==> config.mk <==
export PLATFORM = sky130hd
export DESIGN_NAME = nmea_rmc_gga_field_parser
export DESIGN_NICKNAME = d
export VERILOG_FILES = /design/src/rtl/nmea_pkg.sv /design/src/rtl/nmea_rmc_gga_field_parser.sv /design/src/rtl/nmea_front.sv /design/src/rtl/nmea_queue.sv /design/src/rtl/nmea_back.sv
export SDC_FILE = /design/constraint.sdc
export NUM_CORES = 2
export LEC_CHECK = 0
export ABC_AREA = 1
export BUFFER_PORTS_ARGS = -buffer_cell sky130_fd_sc_hd__buf_2
export CORE_ASPECT_RATIO = 1.75
export CORE_MARGIN = 5
export CORE_UTILIZATION = 40
export DETAILED_ROUTE_END_ITERATION = 16
export PLACE_DENSITY = 0.63
export SKIP_CTS_REPAIR_TIMING = 1
export SYNTH_ARGS = -nofsm -noshare
export SYNTH_HDL_FRONTEND = slang
export SYNTH_SLANG_ARGS = --single-unit
==> constraint.sdc <==
create_clock -name clk -period 25.7 [get_ports clk]
set_input_delay 0 -clock clk [delete_from_list [all_inputs] [get_ports clk]]
set_output_delay 0 -clock clk [all_outputs]
set_load 0.02 [all_outputs]
==> src/rtl/nmea_pkg.sv <==
// ----------------------------------------------------------------------------
// nmea_pkg : shared types and constants of the NMEA RMC/GGA field parser
// Field identifiers, the job handed from the front end to the back end
// through the job queue, and the power-of-ten table for fixed-point scaling.
// ----------------------------------------------------------------------------
package nmea_pkg;

	localparam int FRACTION_DIGITS_DEF = 5;
	localparam int QUEUE_DEPTH_DEF = 4;

	// largest magnitude a numeric field may reach
	localparam logic [30:0] MAG_MAX = '1;

	// result identifiers
	localparam logic [3:0] FID_HOUR   = 4'd0;
	localparam logic [3:0] FID_FIX    = 4'd3;
	localparam logic [3:0] FID_LAT    = 4'd4;
	localparam logic [3:0] FID_LON    = 4'd6;
	localparam logic [3:0] FID_SPEED  = 4'd8;
	localparam logic [3:0] FID_COURSE = 4'd9;
	localparam logic [3:0] FID_DAY    = 4'd10;
	localparam logic [3:0] FID_SATS   = 4'd13;
	localparam logic [3:0] FID_ALT    = 4'd14;
	localparam logic [3:0] FID_END    = 4'd15;

	typedef enum logic [2:0] {
		CLS_NONE,
		CLS_TIME,
		CLS_DATE,
		CLS_FLAG,
		CLS_FIXED,
		CLS_INT
	} field_class_t;

	// OP_NUM: one numeric result; OP_TRIPLE: three two-digit results
	typedef enum logic [1:0] {
		OP_NONE,
		OP_NUM,
		OP_TRIPLE
	} job_op_t;

	typedef struct packed {
		logic        kind;
		job_op_t     op;
		logic [3:0]  id;
		logic [23:0] digits;
		logic [30:0] mag;
		logic        minus;
		logic [2:0]  scale;
		logic        eos;
	} job_t;

	function automatic logic [23:0] pow10(input logic [2:0] k);
		logic [23:0] p;
		case (k)
			3'd0: p = 24'd1;
			3'd1: p = 24'd10;
			3'd2: p = 24'd100;
			3'd3: p = 24'd1000;
			3'd4: p = 24'd10000;
			3'd5: p = 24'd100000;
			3'd6: p = 24'd1000000;
			3'd7: p = 24'd10000000;
			default: p = 24'd1;
		endcase
		return p;
	endfunction

endpackage

==> src/rtl/nmea_rmc_gga_field_parser.sv <==
// ----------------------------------------------------------------------------
// nmea_rmc_gga_field_parser : NMEA 0183 RMC/GGA sentence field parser
// Takes a receiver's character stream and returns decoded time, fix, position,
// speed, course, date, satellite count and altitude fields plus end markers.
//
// Input channel (in_valid / in_stall / rx_byte): one ASCII character per
// beat, taken in every cycle while the job queue has room; in_stall rises
// only when the queue is full.
// Output channel (out_valid / out_stall / result fields): one result per
// beat. A field closed by ',' or '*' gives zero to three results, and '*'
// adds an end marker (field_id 15, end_of_sentence 1), so one byte may give
// up to four results, presented one per cycle while out_stall is low.
// The first result of a closing byte passes through the job queue and then
// the output register before it is offered.
// Sustained rate is one byte per cycle; it drops only when bytes produce
// results faster than one per cycle or the receiver stalls. When out_stall is
// high the current result holds, the queue fills and then stalls the input.
// Reset (arst_n low) clears header matching, field state, the queue and the
// output valid flag; no sentence is in progress afterwards.
// ----------------------------------------------------------------------------
module nmea_rmc_gga_field_parser #(
	parameter int FRACTION_DIGITS = nmea_pkg::FRACTION_DIGITS_DEF,
	parameter int QUEUE_DEPTH = nmea_pkg::QUEUE_DEPTH_DEF
) (
	input  logic                clk,
	input  logic                arst_n,
	input  logic                in_valid,
	output logic                in_stall,
	input  logic [7:0]          rx_byte,
	output logic                out_valid,
	input  logic                out_stall,
	output logic                sentence_kind,
	output logic [3:0]          field_id,
	output logic signed [31:0]  field_value,
	output logic                end_of_sentence
);

	logic           q_full;
	logic           push;
	nmea_pkg::job_t push_job;
	logic           pop;
	logic           head_valid;
	nmea_pkg::job_t head_job;

	// classify bytes and post a job per asterisk and per comma that gives results
	nmea_front #(
		.FRACTION_DIGITS(FRACTION_DIGITS)
	) u_front (
		.clk      (clk),
		.arst_n   (arst_n),
		.in_valid (in_valid),
		.in_stall (in_stall),
		.rx_byte  (rx_byte),
		.q_full   (q_full),
		.push     (push),
		.push_job (push_job)
	);

	// decouple byte intake from result delivery
	nmea_queue #(
		.DEPTH(QUEUE_DEPTH)
	) u_queue (
		.clk        (clk),
		.arst_n     (arst_n),
		.push       (push),
		.push_job   (push_job),
		.full       (q_full),
		.pop        (pop),
		.head_valid (head_valid),
		.head_job   (head_job)
	);

	// expand each job into results, one beat at a time
	nmea_back u_back (
		.clk             (clk),
		.arst_n          (arst_n),
		.q_valid         (head_valid),
		.head            (head_job),
		.pop             (pop),
		.out_valid       (out_valid),
		.out_stall       (out_stall),
		.sentence_kind   (sentence_kind),
		.field_id        (field_id),
		.field_value     (field_value),
		.end_of_sentence (end_of_sentence)
	);

endmodule

==> src/rtl/nmea_front.sv <==
// ----------------------------------------------------------------------------
// nmea_front : header matcher and per-field character collector
// Tracks the sentence header and comma count, gathers the characters of the
// current field; posts a job at each asterisk and each result-giving comma.
// ----------------------------------------------------------------------------
module nmea_front #(
	parameter int FRACTION_DIGITS = nmea_pkg::FRACTION_DIGITS_DEF
) (
	input  logic             clk,
	input  logic             arst_n,
	input  logic             in_valid,
	output logic             in_stall,
	input  logic [7:0]       rx_byte,
	input  logic             q_full,
	output logic             push,
	output nmea_pkg::job_t   push_job
);

	localparam logic [2:0] FRAC_LIMIT = 3'(FRACTION_DIGITS);

	localparam logic [7:0] CH_DOLLAR = 8'h24;
	localparam logic [7:0] CH_STAR   = 8'h2A;
	localparam logic [7:0] CH_PLUS   = 8'h2B;
	localparam logic [7:0] CH_COMMA  = 8'h2C;
	localparam logic [7:0] CH_MINUS  = 8'h2D;
	localparam logic [7:0] CH_POINT  = 8'h2E;
	localparam logic [7:0] CH_ZERO   = 8'h30;
	localparam logic [7:0] CH_NINE   = 8'h39;
	localparam logic [7:0] CH_A      = 8'h41;
	localparam logic [7:0] CH_C      = 8'h43;
	localparam logic [7:0] CH_E      = 8'h45;
	localparam logic [7:0] CH_G      = 8'h47;
	localparam logic [7:0] CH_M      = 8'h4D;
	localparam logic [7:0] CH_N      = 8'h4E;
	localparam logic [7:0] CH_P      = 8'h50;
	localparam logic [7:0] CH_R      = 8'h52;
	localparam logic [7:0] CH_S      = 8'h53;
	localparam logic [7:0] CH_V      = 8'h56;
	localparam logic [7:0] CH_W      = 8'h57;

	function automatic logic [7:0] hdr_char(input logic kind, input logic [2:0] pos);
		logic [7:0] ch;
		case (pos)
			3'd0: ch = CH_DOLLAR;
			3'd1: ch = CH_G;
			3'd2: ch = CH_P;
			3'd4: ch = kind ? CH_G : CH_M;
			3'd5: ch = kind ? CH_A : CH_C;
			3'd6: ch = CH_COMMA;
			default: ch = 8'h00;
		endcase
		return ch;
	endfunction

	function automatic nmea_pkg::field_class_t class_of(input logic kind,
			input logic [3:0] fnum);
		nmea_pkg::field_class_t cls;
		if (!kind) begin
			case (fnum)
				4'd0: cls = nmea_pkg::CLS_TIME;
				4'd1, 4'd3, 4'd5: cls = nmea_pkg::CLS_FLAG;
				4'd2, 4'd4: cls = nmea_pkg::CLS_FIXED;
				4'd6, 4'd7: cls = nmea_pkg::CLS_INT;
				4'd8: cls = nmea_pkg::CLS_DATE;
				default: cls = nmea_pkg::CLS_NONE;
			endcase
		end else if (fnum inside {4'd6, 4'd8}) begin
			cls = nmea_pkg::CLS_INT;
		end else begin
			cls = nmea_pkg::CLS_NONE;
		end
		return cls;
	endfunction

	logic [2:0]  hdr_pos_q, hdr_pos_d;
	logic        kind_q, kind_d;
	logic        in_body_q, in_body_d;
	logic [3:0]  fnum_q, fnum_d;
	logic [3:0]  cif_q, cif_d;
	logic [23:0] digits_q, digits_d;
	logic [30:0] acc_q, acc_d;
	logic [2:0]  frac_q, frac_d;
	logic        point_q, point_d;
	logic        minus_q, minus_d;
	logic        done_q, done_d;

	nmea_pkg::field_class_t cls;
	nmea_pkg::job_t         close_job;
	logic                   accept;
	logic                   is_digit;
	logic [34:0]            ma_sum;
	logic [30:0]            ma_val;
	logic [7:0]             flag_yes, flag_no;

	assign in_stall = q_full;
	assign accept = in_valid && !q_full;
	assign cls = class_of(kind_q, fnum_q);
	assign is_digit = (rx_byte >= CH_ZERO) && (rx_byte <= CH_NINE);

	// accumulator times ten plus the new digit, saturating
	assign ma_sum = 35'({acc_q, 3'b000}) + 35'({acc_q, 1'b0}) + 35'(rx_byte[3:0]);
	assign ma_val = (ma_sum > 35'(nmea_pkg::MAG_MAX)) ? nmea_pkg::MAG_MAX : ma_sum[30:0];

	always_comb begin
		case (fnum_q)
			4'd1: begin
				flag_yes = CH_A;
				flag_no = CH_V;
			end
			4'd3: begin
				flag_yes = CH_S;
				flag_no = CH_N;
			end
			default: begin
				flag_yes = CH_W;
				flag_no = CH_E;
			end
		endcase
	end

	// job describing what the field now closing gives
	always_comb begin
		close_job = '0;
		close_job.kind = kind_q;
		close_job.digits = digits_q;
		close_job.mag = acc_q;
		close_job.minus = minus_q;
		case (cls)
			nmea_pkg::CLS_TIME: begin
				close_job.op = nmea_pkg::OP_TRIPLE;
				close_job.id = nmea_pkg::FID_HOUR;
			end
			nmea_pkg::CLS_DATE: begin
				close_job.op = nmea_pkg::OP_TRIPLE;
				close_job.id = nmea_pkg::FID_DAY;
			end
			nmea_pkg::CLS_FLAG: begin
				close_job.op = (digits_q != '0) ? nmea_pkg::OP_NUM : nmea_pkg::OP_NONE;
				close_job.id = nmea_pkg::FID_FIX + (fnum_q - 4'd1);
				close_job.mag = {30'b0, digits_q[1]};
				close_job.minus = 1'b0;
			end
			nmea_pkg::CLS_FIXED: begin
				close_job.op = nmea_pkg::OP_NUM;
				close_job.id = (fnum_q == 4'd2) ? nmea_pkg::FID_LAT : nmea_pkg::FID_LON;
				close_job.scale = FRAC_LIMIT - frac_q;
			end
			nmea_pkg::CLS_INT: begin
				close_job.op = nmea_pkg::OP_NUM;
				if (!kind_q) begin
					close_job.id = (fnum_q == 4'd6) ? nmea_pkg::FID_SPEED
						: nmea_pkg::FID_COURSE;
				end else begin
					close_job.id = (fnum_q == 4'd6) ? nmea_pkg::FID_SATS
						: nmea_pkg::FID_ALT;
				end
			end
			default: close_job.op = nmea_pkg::OP_NONE;
		endcase
		if (cif_q == 4'd0) begin
			close_job.op = nmea_pkg::OP_NONE;
		end
	end

	always_comb begin
		hdr_pos_d = hdr_pos_q;
		kind_d = kind_q;
		in_body_d = in_body_q;
		fnum_d = fnum_q;
		cif_d = cif_q;
		digits_d = digits_q;
		acc_d = acc_q;
		frac_d = frac_q;
		point_d = point_q;
		minus_d = minus_q;
		done_d = done_q;
		push = 1'b0;
		push_job = close_job;
		push_job.eos = (rx_byte == CH_STAR);

		if (accept) begin
			if (in_body_q) begin
				if (rx_byte == CH_DOLLAR || rx_byte == CH_COMMA || rx_byte == CH_STAR) begin
					cif_d = '0;
					digits_d = '0;
					acc_d = '0;
					frac_d = '0;
					point_d = 1'b0;
					minus_d = 1'b0;
					done_d = 1'b0;
					if (rx_byte == CH_DOLLAR) begin
						// drop the sentence and start a new header
						in_body_d = 1'b0;
						hdr_pos_d = 3'd1;
						fnum_d = '0;
					end else if (rx_byte == CH_COMMA) begin
						push = (close_job.op != nmea_pkg::OP_NONE);
						if (fnum_q != 4'd15) begin
							fnum_d = fnum_q + 4'd1;
						end
					end else begin
						push = 1'b1;
						in_body_d = 1'b0;
						hdr_pos_d = '0;
						fnum_d = '0;
					end
				end else begin
					case (cls)
						nmea_pkg::CLS_TIME, nmea_pkg::CLS_DATE: begin
							if (cif_q < 4'd6 && is_digit) begin
								digits_d[{cif_q[2:0], 2'b00} +: 4] = rx_byte[3:0];
							end
						end
						nmea_pkg::CLS_FLAG: begin
							if (rx_byte == flag_yes) begin
								digits_d = 24'd2;
							end else if (rx_byte == flag_no) begin
								digits_d = 24'd1;
							end
						end
						nmea_pkg::CLS_FIXED, nmea_pkg::CLS_INT: begin
							if (!done_q) begin
								if (cif_q == 4'd0
										&& (rx_byte == CH_MINUS || rx_byte == CH_PLUS)) begin
									minus_d = (rx_byte == CH_MINUS);
								end else if (is_digit) begin
									if (!point_q) begin
										acc_d = ma_val;
									end else if (frac_q < FRAC_LIMIT) begin
										acc_d = ma_val;
										frac_d = frac_q + 3'd1;
									end
								end else if (rx_byte == CH_POINT
										&& cls == nmea_pkg::CLS_FIXED && !point_q) begin
									point_d = 1'b1;
								end else begin
									done_d = 1'b1;
								end
							end
						end
						default: ;
					endcase
					if (cif_q != 4'd15) begin
						cif_d = cif_q + 4'd1;
					end
				end
			end else begin
				if (hdr_pos_q == 3'd3 && (rx_byte == CH_R || rx_byte == CH_G)) begin
					kind_d = (rx_byte == CH_G);
					hdr_pos_d = 3'd4;
				end else if (hdr_pos_q != 3'd3 && rx_byte == hdr_char(kind_q, hdr_pos_q)) begin
					if (hdr_pos_q == 3'd6) begin
						hdr_pos_d = '0;
						in_body_d = 1'b1;
						fnum_d = '0;
						cif_d = '0;
						digits_d = '0;
						acc_d = '0;
						frac_d = '0;
						point_d = 1'b0;
						minus_d = 1'b0;
						done_d = 1'b0;
					end else begin
						hdr_pos_d = hdr_pos_q + 3'd1;
					end
				end else begin
					hdr_pos_d = (rx_byte == CH_DOLLAR) ? 3'd1 : 3'd0;
				end
			end
		end
	end

	always_ff @(posedge clk or negedge arst_n) begin
		if (!arst_n) begin
			hdr_pos_q <= '0;
			kind_q <= 1'b0;
			in_body_q <= 1'b0;
			fnum_q <= '0;
			cif_q <= '0;
			digits_q <= '0;
			acc_q <= '0;
			frac_q <= '0;
			point_q <= 1'b0;
			minus_q <= 1'b0;
			done_q <= 1'b0;
		end else begin
			hdr_pos_q <= hdr_pos_d;
			kind_q <= kind_d;
			in_body_q <= in_body_d;
			fnum_q <= fnum_d;
			cif_q <= cif_d;
			digits_q <= digits_d;
			acc_q <= acc_d;
			frac_q <= frac_d;
			point_q <= point_d;
			minus_q <= minus_d;
			done_q <= done_d;
		end
	end

	// header matching is idle while a body is being parsed
	assert property (@(posedge clk) disable iff (!arst_n)
		in_body_q |-> hdr_pos_q == 3'd0)
		else $error("header position not cleared inside a body");

endmodule

==> src/rtl/nmea_queue.sv <==
// ----------------------------------------------------------------------------
// nmea_queue : short job queue between front end and back end
// Register-based FIFO with a show-ahead head entry.
// ----------------------------------------------------------------------------
module nmea_queue #(
	parameter int DEPTH = nmea_pkg::QUEUE_DEPTH_DEF
) (
	input  logic             clk,
	input  logic             arst_n,
	input  logic             push,
	input  nmea_pkg::job_t   push_job,
	output logic             full,
	input  logic             pop,
	output logic             head_valid,
	output nmea_pkg::job_t   head_job
);

	localparam int PW = (DEPTH > 1) ? $clog2(DEPTH) : 1;
	localparam int CW = $clog2(DEPTH + 1);

	nmea_pkg::job_t mem_q [DEPTH];
	logic [PW-1:0]  wr_q, rd_q;
	logic [CW-1:0]  cnt_q;

	assign full = (cnt_q == CW'(DEPTH));
	assign head_valid = (cnt_q != '0);
	assign head_job = mem_q[rd_q];

	always_ff @(posedge clk) begin
		if (push) begin
			mem_q[wr_q] <= push_job;
		end
	end

	always_ff @(posedge clk or negedge arst_n) begin
		if (!arst_n) begin
			wr_q <= '0;
			rd_q <= '0;
			cnt_q <= '0;
		end else begin
			if (push) begin
				wr_q <= (wr_q == PW'(DEPTH - 1)) ? '0 : wr_q + PW'(1);
			end
			if (pop) begin
				rd_q <= (rd_q == PW'(DEPTH - 1)) ? '0 : rd_q + PW'(1);
			end
			case ({push, pop})
				2'b10: cnt_q <= cnt_q + CW'(1);
				2'b01: cnt_q <= cnt_q - CW'(1);
				default: cnt_q <= cnt_q;
			endcase
		end
	end

	assert property (@(posedge clk) disable iff (!arst_n)
		cnt_q <= CW'(DEPTH))
		else $error("job queue count beyond depth");

	assert property (@(posedge clk) disable iff (!arst_n)
		(pop && !push) |=> cnt_q == $past(cnt_q) - CW'(1))
		else $error("job queue count lost a pop");

endmodule

==> src/rtl/nmea_back.sv <==
// ----------------------------------------------------------------------------
// nmea_back : result generator
// Expands each queued job into results, one per cycle unless stalled, scales
// fixed-point angles and holds results in the output register until taken.
// ----------------------------------------------------------------------------
module nmea_back (
	input  logic                clk,
	input  logic                arst_n,
	input  logic                q_valid,
	input  nmea_pkg::job_t      head,
	output logic                pop,
	output logic                out_valid,
	input  logic                out_stall,
	output logic                sentence_kind,
	output logic [3:0]          field_id,
	output logic signed [31:0]  field_value,
	output logic                end_of_sentence
);

	logic        out_valid_q;
	logic        kind_q;
	logic [3:0]  id_q;
	logic [31:0] value_q;
	logic        eos_q;
	logic [1:0]  sub_q;

	logic [2:0]  res_cnt;
	logic        last;
	logic        emit;
	logic [3:0]  tens, ones;
	logic [6:0]  pair;
	logic [54:0] prod;
	logic [30:0] sat_mag;
	logic [31:0] num_value;
	logic [3:0]  res_id;
	logic [31:0] res_value;
	logic        res_eos;

	always_comb begin
		case (head.op)
			nmea_pkg::OP_TRIPLE: res_cnt = 3'd3;
			nmea_pkg::OP_NUM: res_cnt = 3'd1;
			default: res_cnt = 3'd0;
		endcase
		res_cnt = res_cnt + 3'(head.eos);
	end

	assign last = ({1'b0, sub_q} == res_cnt - 3'd1);
	assign emit = q_valid && (!out_valid_q || !out_stall);
	assign pop = emit && last;

	// two-digit value from digit pair sub_q
	assign tens = head.digits[{sub_q, 3'b000} +: 4];
	assign ones = head.digits[{sub_q, 3'b100} +: 4];
	assign pair = 7'({tens, 3'b000}) + 7'({tens, 1'b0}) + 7'(ones);

	// scale, saturate, then apply sign
	assign prod = 55'(head.mag) * 55'(nmea_pkg::pow10(head.scale));
	assign sat_mag = (prod > 55'(nmea_pkg::MAG_MAX)) ? nmea_pkg::MAG_MAX : prod[30:0];
	assign num_value = head.minus ? 32'd0 - {1'b0, sat_mag} : {1'b0, sat_mag};

	always_comb begin
		if (head.op == nmea_pkg::OP_TRIPLE && sub_q != 2'd3) begin
			res_id = head.id + 4'(sub_q);
			res_value = 32'(pair);
			res_eos = 1'b0;
		end else if (head.op == nmea_pkg::OP_NUM && sub_q == 2'd0) begin
			res_id = head.id;
			res_value = num_value;
			res_eos = 1'b0;
		end else begin
			res_id = nmea_pkg::FID_END;
			res_value = '0;
			res_eos = 1'b1;
		end
	end

	always_ff @(posedge clk or negedge arst_n) begin
		if (!arst_n) begin
			out_valid_q <= 1'b0;
			sub_q <= '0;
		end else begin
			if (emit) begin
				out_valid_q <= 1'b1;
				sub_q <= last ? 2'd0 : sub_q + 2'd1;
			end else if (!out_stall) begin
				out_valid_q <= 1'b0;
			end
		end
	end

	always_ff @(posedge clk) begin
		if (emit) begin
			kind_q <= head.kind;
			id_q <= res_id;
			value_q <= res_value;
			eos_q <= res_eos;
		end
	end

	assign out_valid = out_valid_q;
	assign sentence_kind = kind_q;
	assign field_id = id_q;
	assign field_value = value_q;
	assign end_of_sentence = eos_q;

	assert property (@(posedge clk) disable iff (!arst_n)
		q_valid |-> {1'b0, sub_q} < res_cnt)
		else $error("result index beyond the job's result count");

	assert property (@(posedge clk) disable iff (!arst_n)
		(out_valid_q && eos_q) |-> id_q == nmea_pkg::FID_END)
		else $error("end marker carries a field identifier");

endmodule
==> run_results.csv <==
group,metric,value,unit
synth,ys_seq_elements,390,
final_layout,nNetsFinal,6031,
min_path,min_to,"u_front.minus_q$_DFFE_PN0P_",
synth,synth_top_family_by_area,"adder cells",
synth,syn_area,43090,um^2
final_layout,finalInstanceArea,46350,um^2
synth,synth_fa_ha_area_frac,0.3523,
cts,htreeDepth,2,
cts,cts.sinks,390,
timing,finClkSkew,21.36,ps
synth,synth_cell_type_count,59,
critical_path,cp.required,26030,ps
final_layout,drive_above_1_share,0.06570,
timing,drv_slew,0,
floorplan,ioPinCount,52,
synth,synth_xor_area_frac,0.01402,
global_route,grt_antenna_before_repair,0,
synth,ys.flop_type,"edfxtp_1",
global_route,groute.usage.overall,0.2335,
floorplan,num_rows,159,
route,via_count,33809,
placed_design,dpl_cell_area,45070,um^2
route,drt_pass1_iterations,6,
timing,report.final.hold_viol_count,0,
final_layout,final_common_cell,"inv_1",
cts,clkTransAtPathRegs,70,ps
timing,fin_crit,13080,ps
cts,clk_path_buf_depth,3,
critical_path,regToRegStartpoint,"u_queue.rd_q[0]$_DFFE_PN0P_",
critical_path,r2r_end,"u_back.field_value[20]$_SDFFCE_PP0P_",
placed_design,port_buffers,51,
critical_path,critPathSlowestCell,"dfrtp_4",
synth,synth_cells,5122,
final_layout,mostFrequentLayoutCells,"inv_1 (1,170), nand2_1 (923), nor2_1 (729)",
critical_path,cpPeakStageDelay,640,ps
global_route,overflow,0,
route,wl,133.7,mm
cts,clk_latency,580,ps
placed_design,place_congestion,0.9951,
synth,synth_top_area_share,0.2541,
synth,synth.area.top_cells,"fa_1 (25%), edfxtp_1 (21%), inv_1 (10%)",
cts,cts_root_buf,"clkbuf_16",
critical_path,end_kind,"flip-flop",
min_path,hold_depth,5,
timing,max_slew.worst_pin.slew,1250,ps
route,viasPerCell,5.179,
global_route,grt_pass1_vias,36210,
min_path,hold_path_class,"input pin to flip-flop",
timing,rsz0062_at_grt,"false",
synth,yosysWarnings,0,
critical_path,crit_arrival,13410,ps
cts,cts_tree,"done",
final_layout,area_delta_synth_final,7.555,%
critical_path,r2r_setup_slack,12620,ps
timing,finalCritPeriodShare,0.5088,
final_layout,num_antenna_cells,0,
synth,synth_top_area_cell,"fa_1",
critical_path,crit_fanout,57,
route,routedWlPerCell,20.48,um
floorplan,fp.dieW,258.1,um
timing,setup_viol,0,
synth,ys_seq_area_frac,0.2620,
critical_path,path_class,"flip-flop to flip-flop",
route,antenna_left,0,
floorplan,start_util,0.4019,
global_route,grt_max_degree,73,
min_path,hold_start,"rx_byte[3]",
synth,synth_edf_count,306,
timing,relSlewSlack,0.1667,
synth,synth_nets,6019,
floorplan,dieArea,114700,um^2
route,drt_iter0_drc,1932,
timing,tns,0,ps
route,drc,0,
placed_design,hpwl,109.2,mm
synth,syn_area_per_cell,8.413,um^2
critical_path,crit_top_cell,"nand2_1",
synth,synthMuxAreaShare,0.0005226,
timing,fmax,0.07647,GHz
synth,synthArstFlopShare,0.2154,
flow_run,maxCapViolCount,0,
floorplan,core_area,107200,um^2
synth,synth_compound_area_frac,0.06220,
outcome,status,"completed",
critical_path,startpoint_type,"flip-flop",
floorplan,die_h,444.2,um
cts,cts_buffers,38,
critical_path,r2r_cells,47,
synth,synth-simple-area-share,0.1924,
global_route,grt_pass1_wl,205.9,mm
[synthesized netlist by cell type (14+ instances only)]
cell and instances:
inv_1 1171, nand4_1 49, a21oi_1 126, nor2_1 735, a32oi_1 35, o221ai_1 14
nor2_2 23, nand3_1 93, o21ai_0 173, fa_1 547, o22ai_1 23, ha_1 338
xor2_1 23, nor3_1 30, or2_2 82, nand2_1 923, clkbuf_1 129, edfxtp_1 306
dfrtp_1 84, xnor2_1 46
[registers in the layout, indices dropped and copies added, names as in the netlist, 2 cells and up]
signal and flops:
u_back.sub_q 2, u_front.cif_q 4, u_queue.rd_q 2, u_front.acc_q 31, u_queue.cnt_q 3, u_queue.wr_q 2
u_queue.mem_q 268, u_back.field_id 4, u_front.fnum_q 4, u_back.field_value 32, u_front.frac_q 3, u_front.digits_q 24
u_front.hdr_pos_q 3
[area by class of cell]
cell class | count | area [um^2]
clock buffer | 47 | 1016
clock inverter | 19 | 181.4
fill | 10617 | 60880
inverter | 1189 | 4466
multi-input combinational | 3400 | 26920
sequential | 390 | 11290
tap | 1368 | 1712
timing repair buffer | 115 | 758.2
[worst max-delay path, delay by kind of cell, from the launching register on]
family	cells	cell delay, ps
AND/OR/NAND/NOR	23	3610
flip-flops	1	640
adder cells (fa/ha/maj)	9	4300
AO/OA/AOI/OAI	1	640
buffers and inverters	14	3490
[metal layers]
metal	vias up	share of wire	track usage
li1	15730	-	-
met1	16574	0.33	0.2313
met2	1034	0.54	0.4469
met3	471	0.035	0.01834
met4	0	0.098	0.1760
met5	-	0	0
[cells by family (layout without fill, tap and decap cells)]
group / count (synthesis) / count (layout)
simple gates: 1993 / 1993
buf+inv: 1332 / 1370
fa+ha+maj: 885 / 885
compound gates: 451 / 451
flops: 390 / 390
xor+xnor: 69 / 69
mux: 2 / 2
[through the flow]
| step | instances | setup WS (ps) | utilization | hold WS (ps) |
|---|---|---|---|---|
| floorplan | 5122 | 16480 | - | -295.6 |
| global placement | 6454 | 13160 | 0.4203 | -103.4 |
| detailed placement | 6454 | 12930 | 0.4203 | -103.0 |
| CTS | 6520 | 12910 | 0.4315 | -721.6 |
| global route | 6528 | 11910 | 0.4322 | 48.33 |
| finish | 6528 | 12620 | 0.4322 | 10.54 |
[worst max-delay path by stage]
stage	from	end	slack (ps)	cells after the start
6_report	u_queue.rd_q[0]$_DFFE_PN0P_	u_back.field_value[20]$_SDFFCE_PP0P_	12620	47
5_1_grt	u_queue.rd_q[0]$_DFFE_PN0P_	u_back.field_value[24]$_SDFFCE_PP0P_	11910	48
4_1_cts	u_queue.rd_q[0]$_DFFE_PN0P_	u_back.field_value[27]$_SDFFCE_PP0P_	12910	49
3_5_place_dp	u_queue.rd_q[0]$_DFFE_PN0P_	u_back.field_value[27]$_SDFFCE_PP0P_	12930	49
3_3_place_gp	u_queue.rd_q[0]$_DFFE_PN0P_	u_back.field_value[14]$_SDFFCE_PP0P_	13160	47
2_1_floorplan	u_queue.rd_q[0]$_DFFE_PN0P_	u_back.field_value[14]$_SDFFCE_PP0P_	16480	49
Power is left out: the tool's default activity adds up to more than one toggle a clock period on the data nets, which glitch-free logic cannot reach.
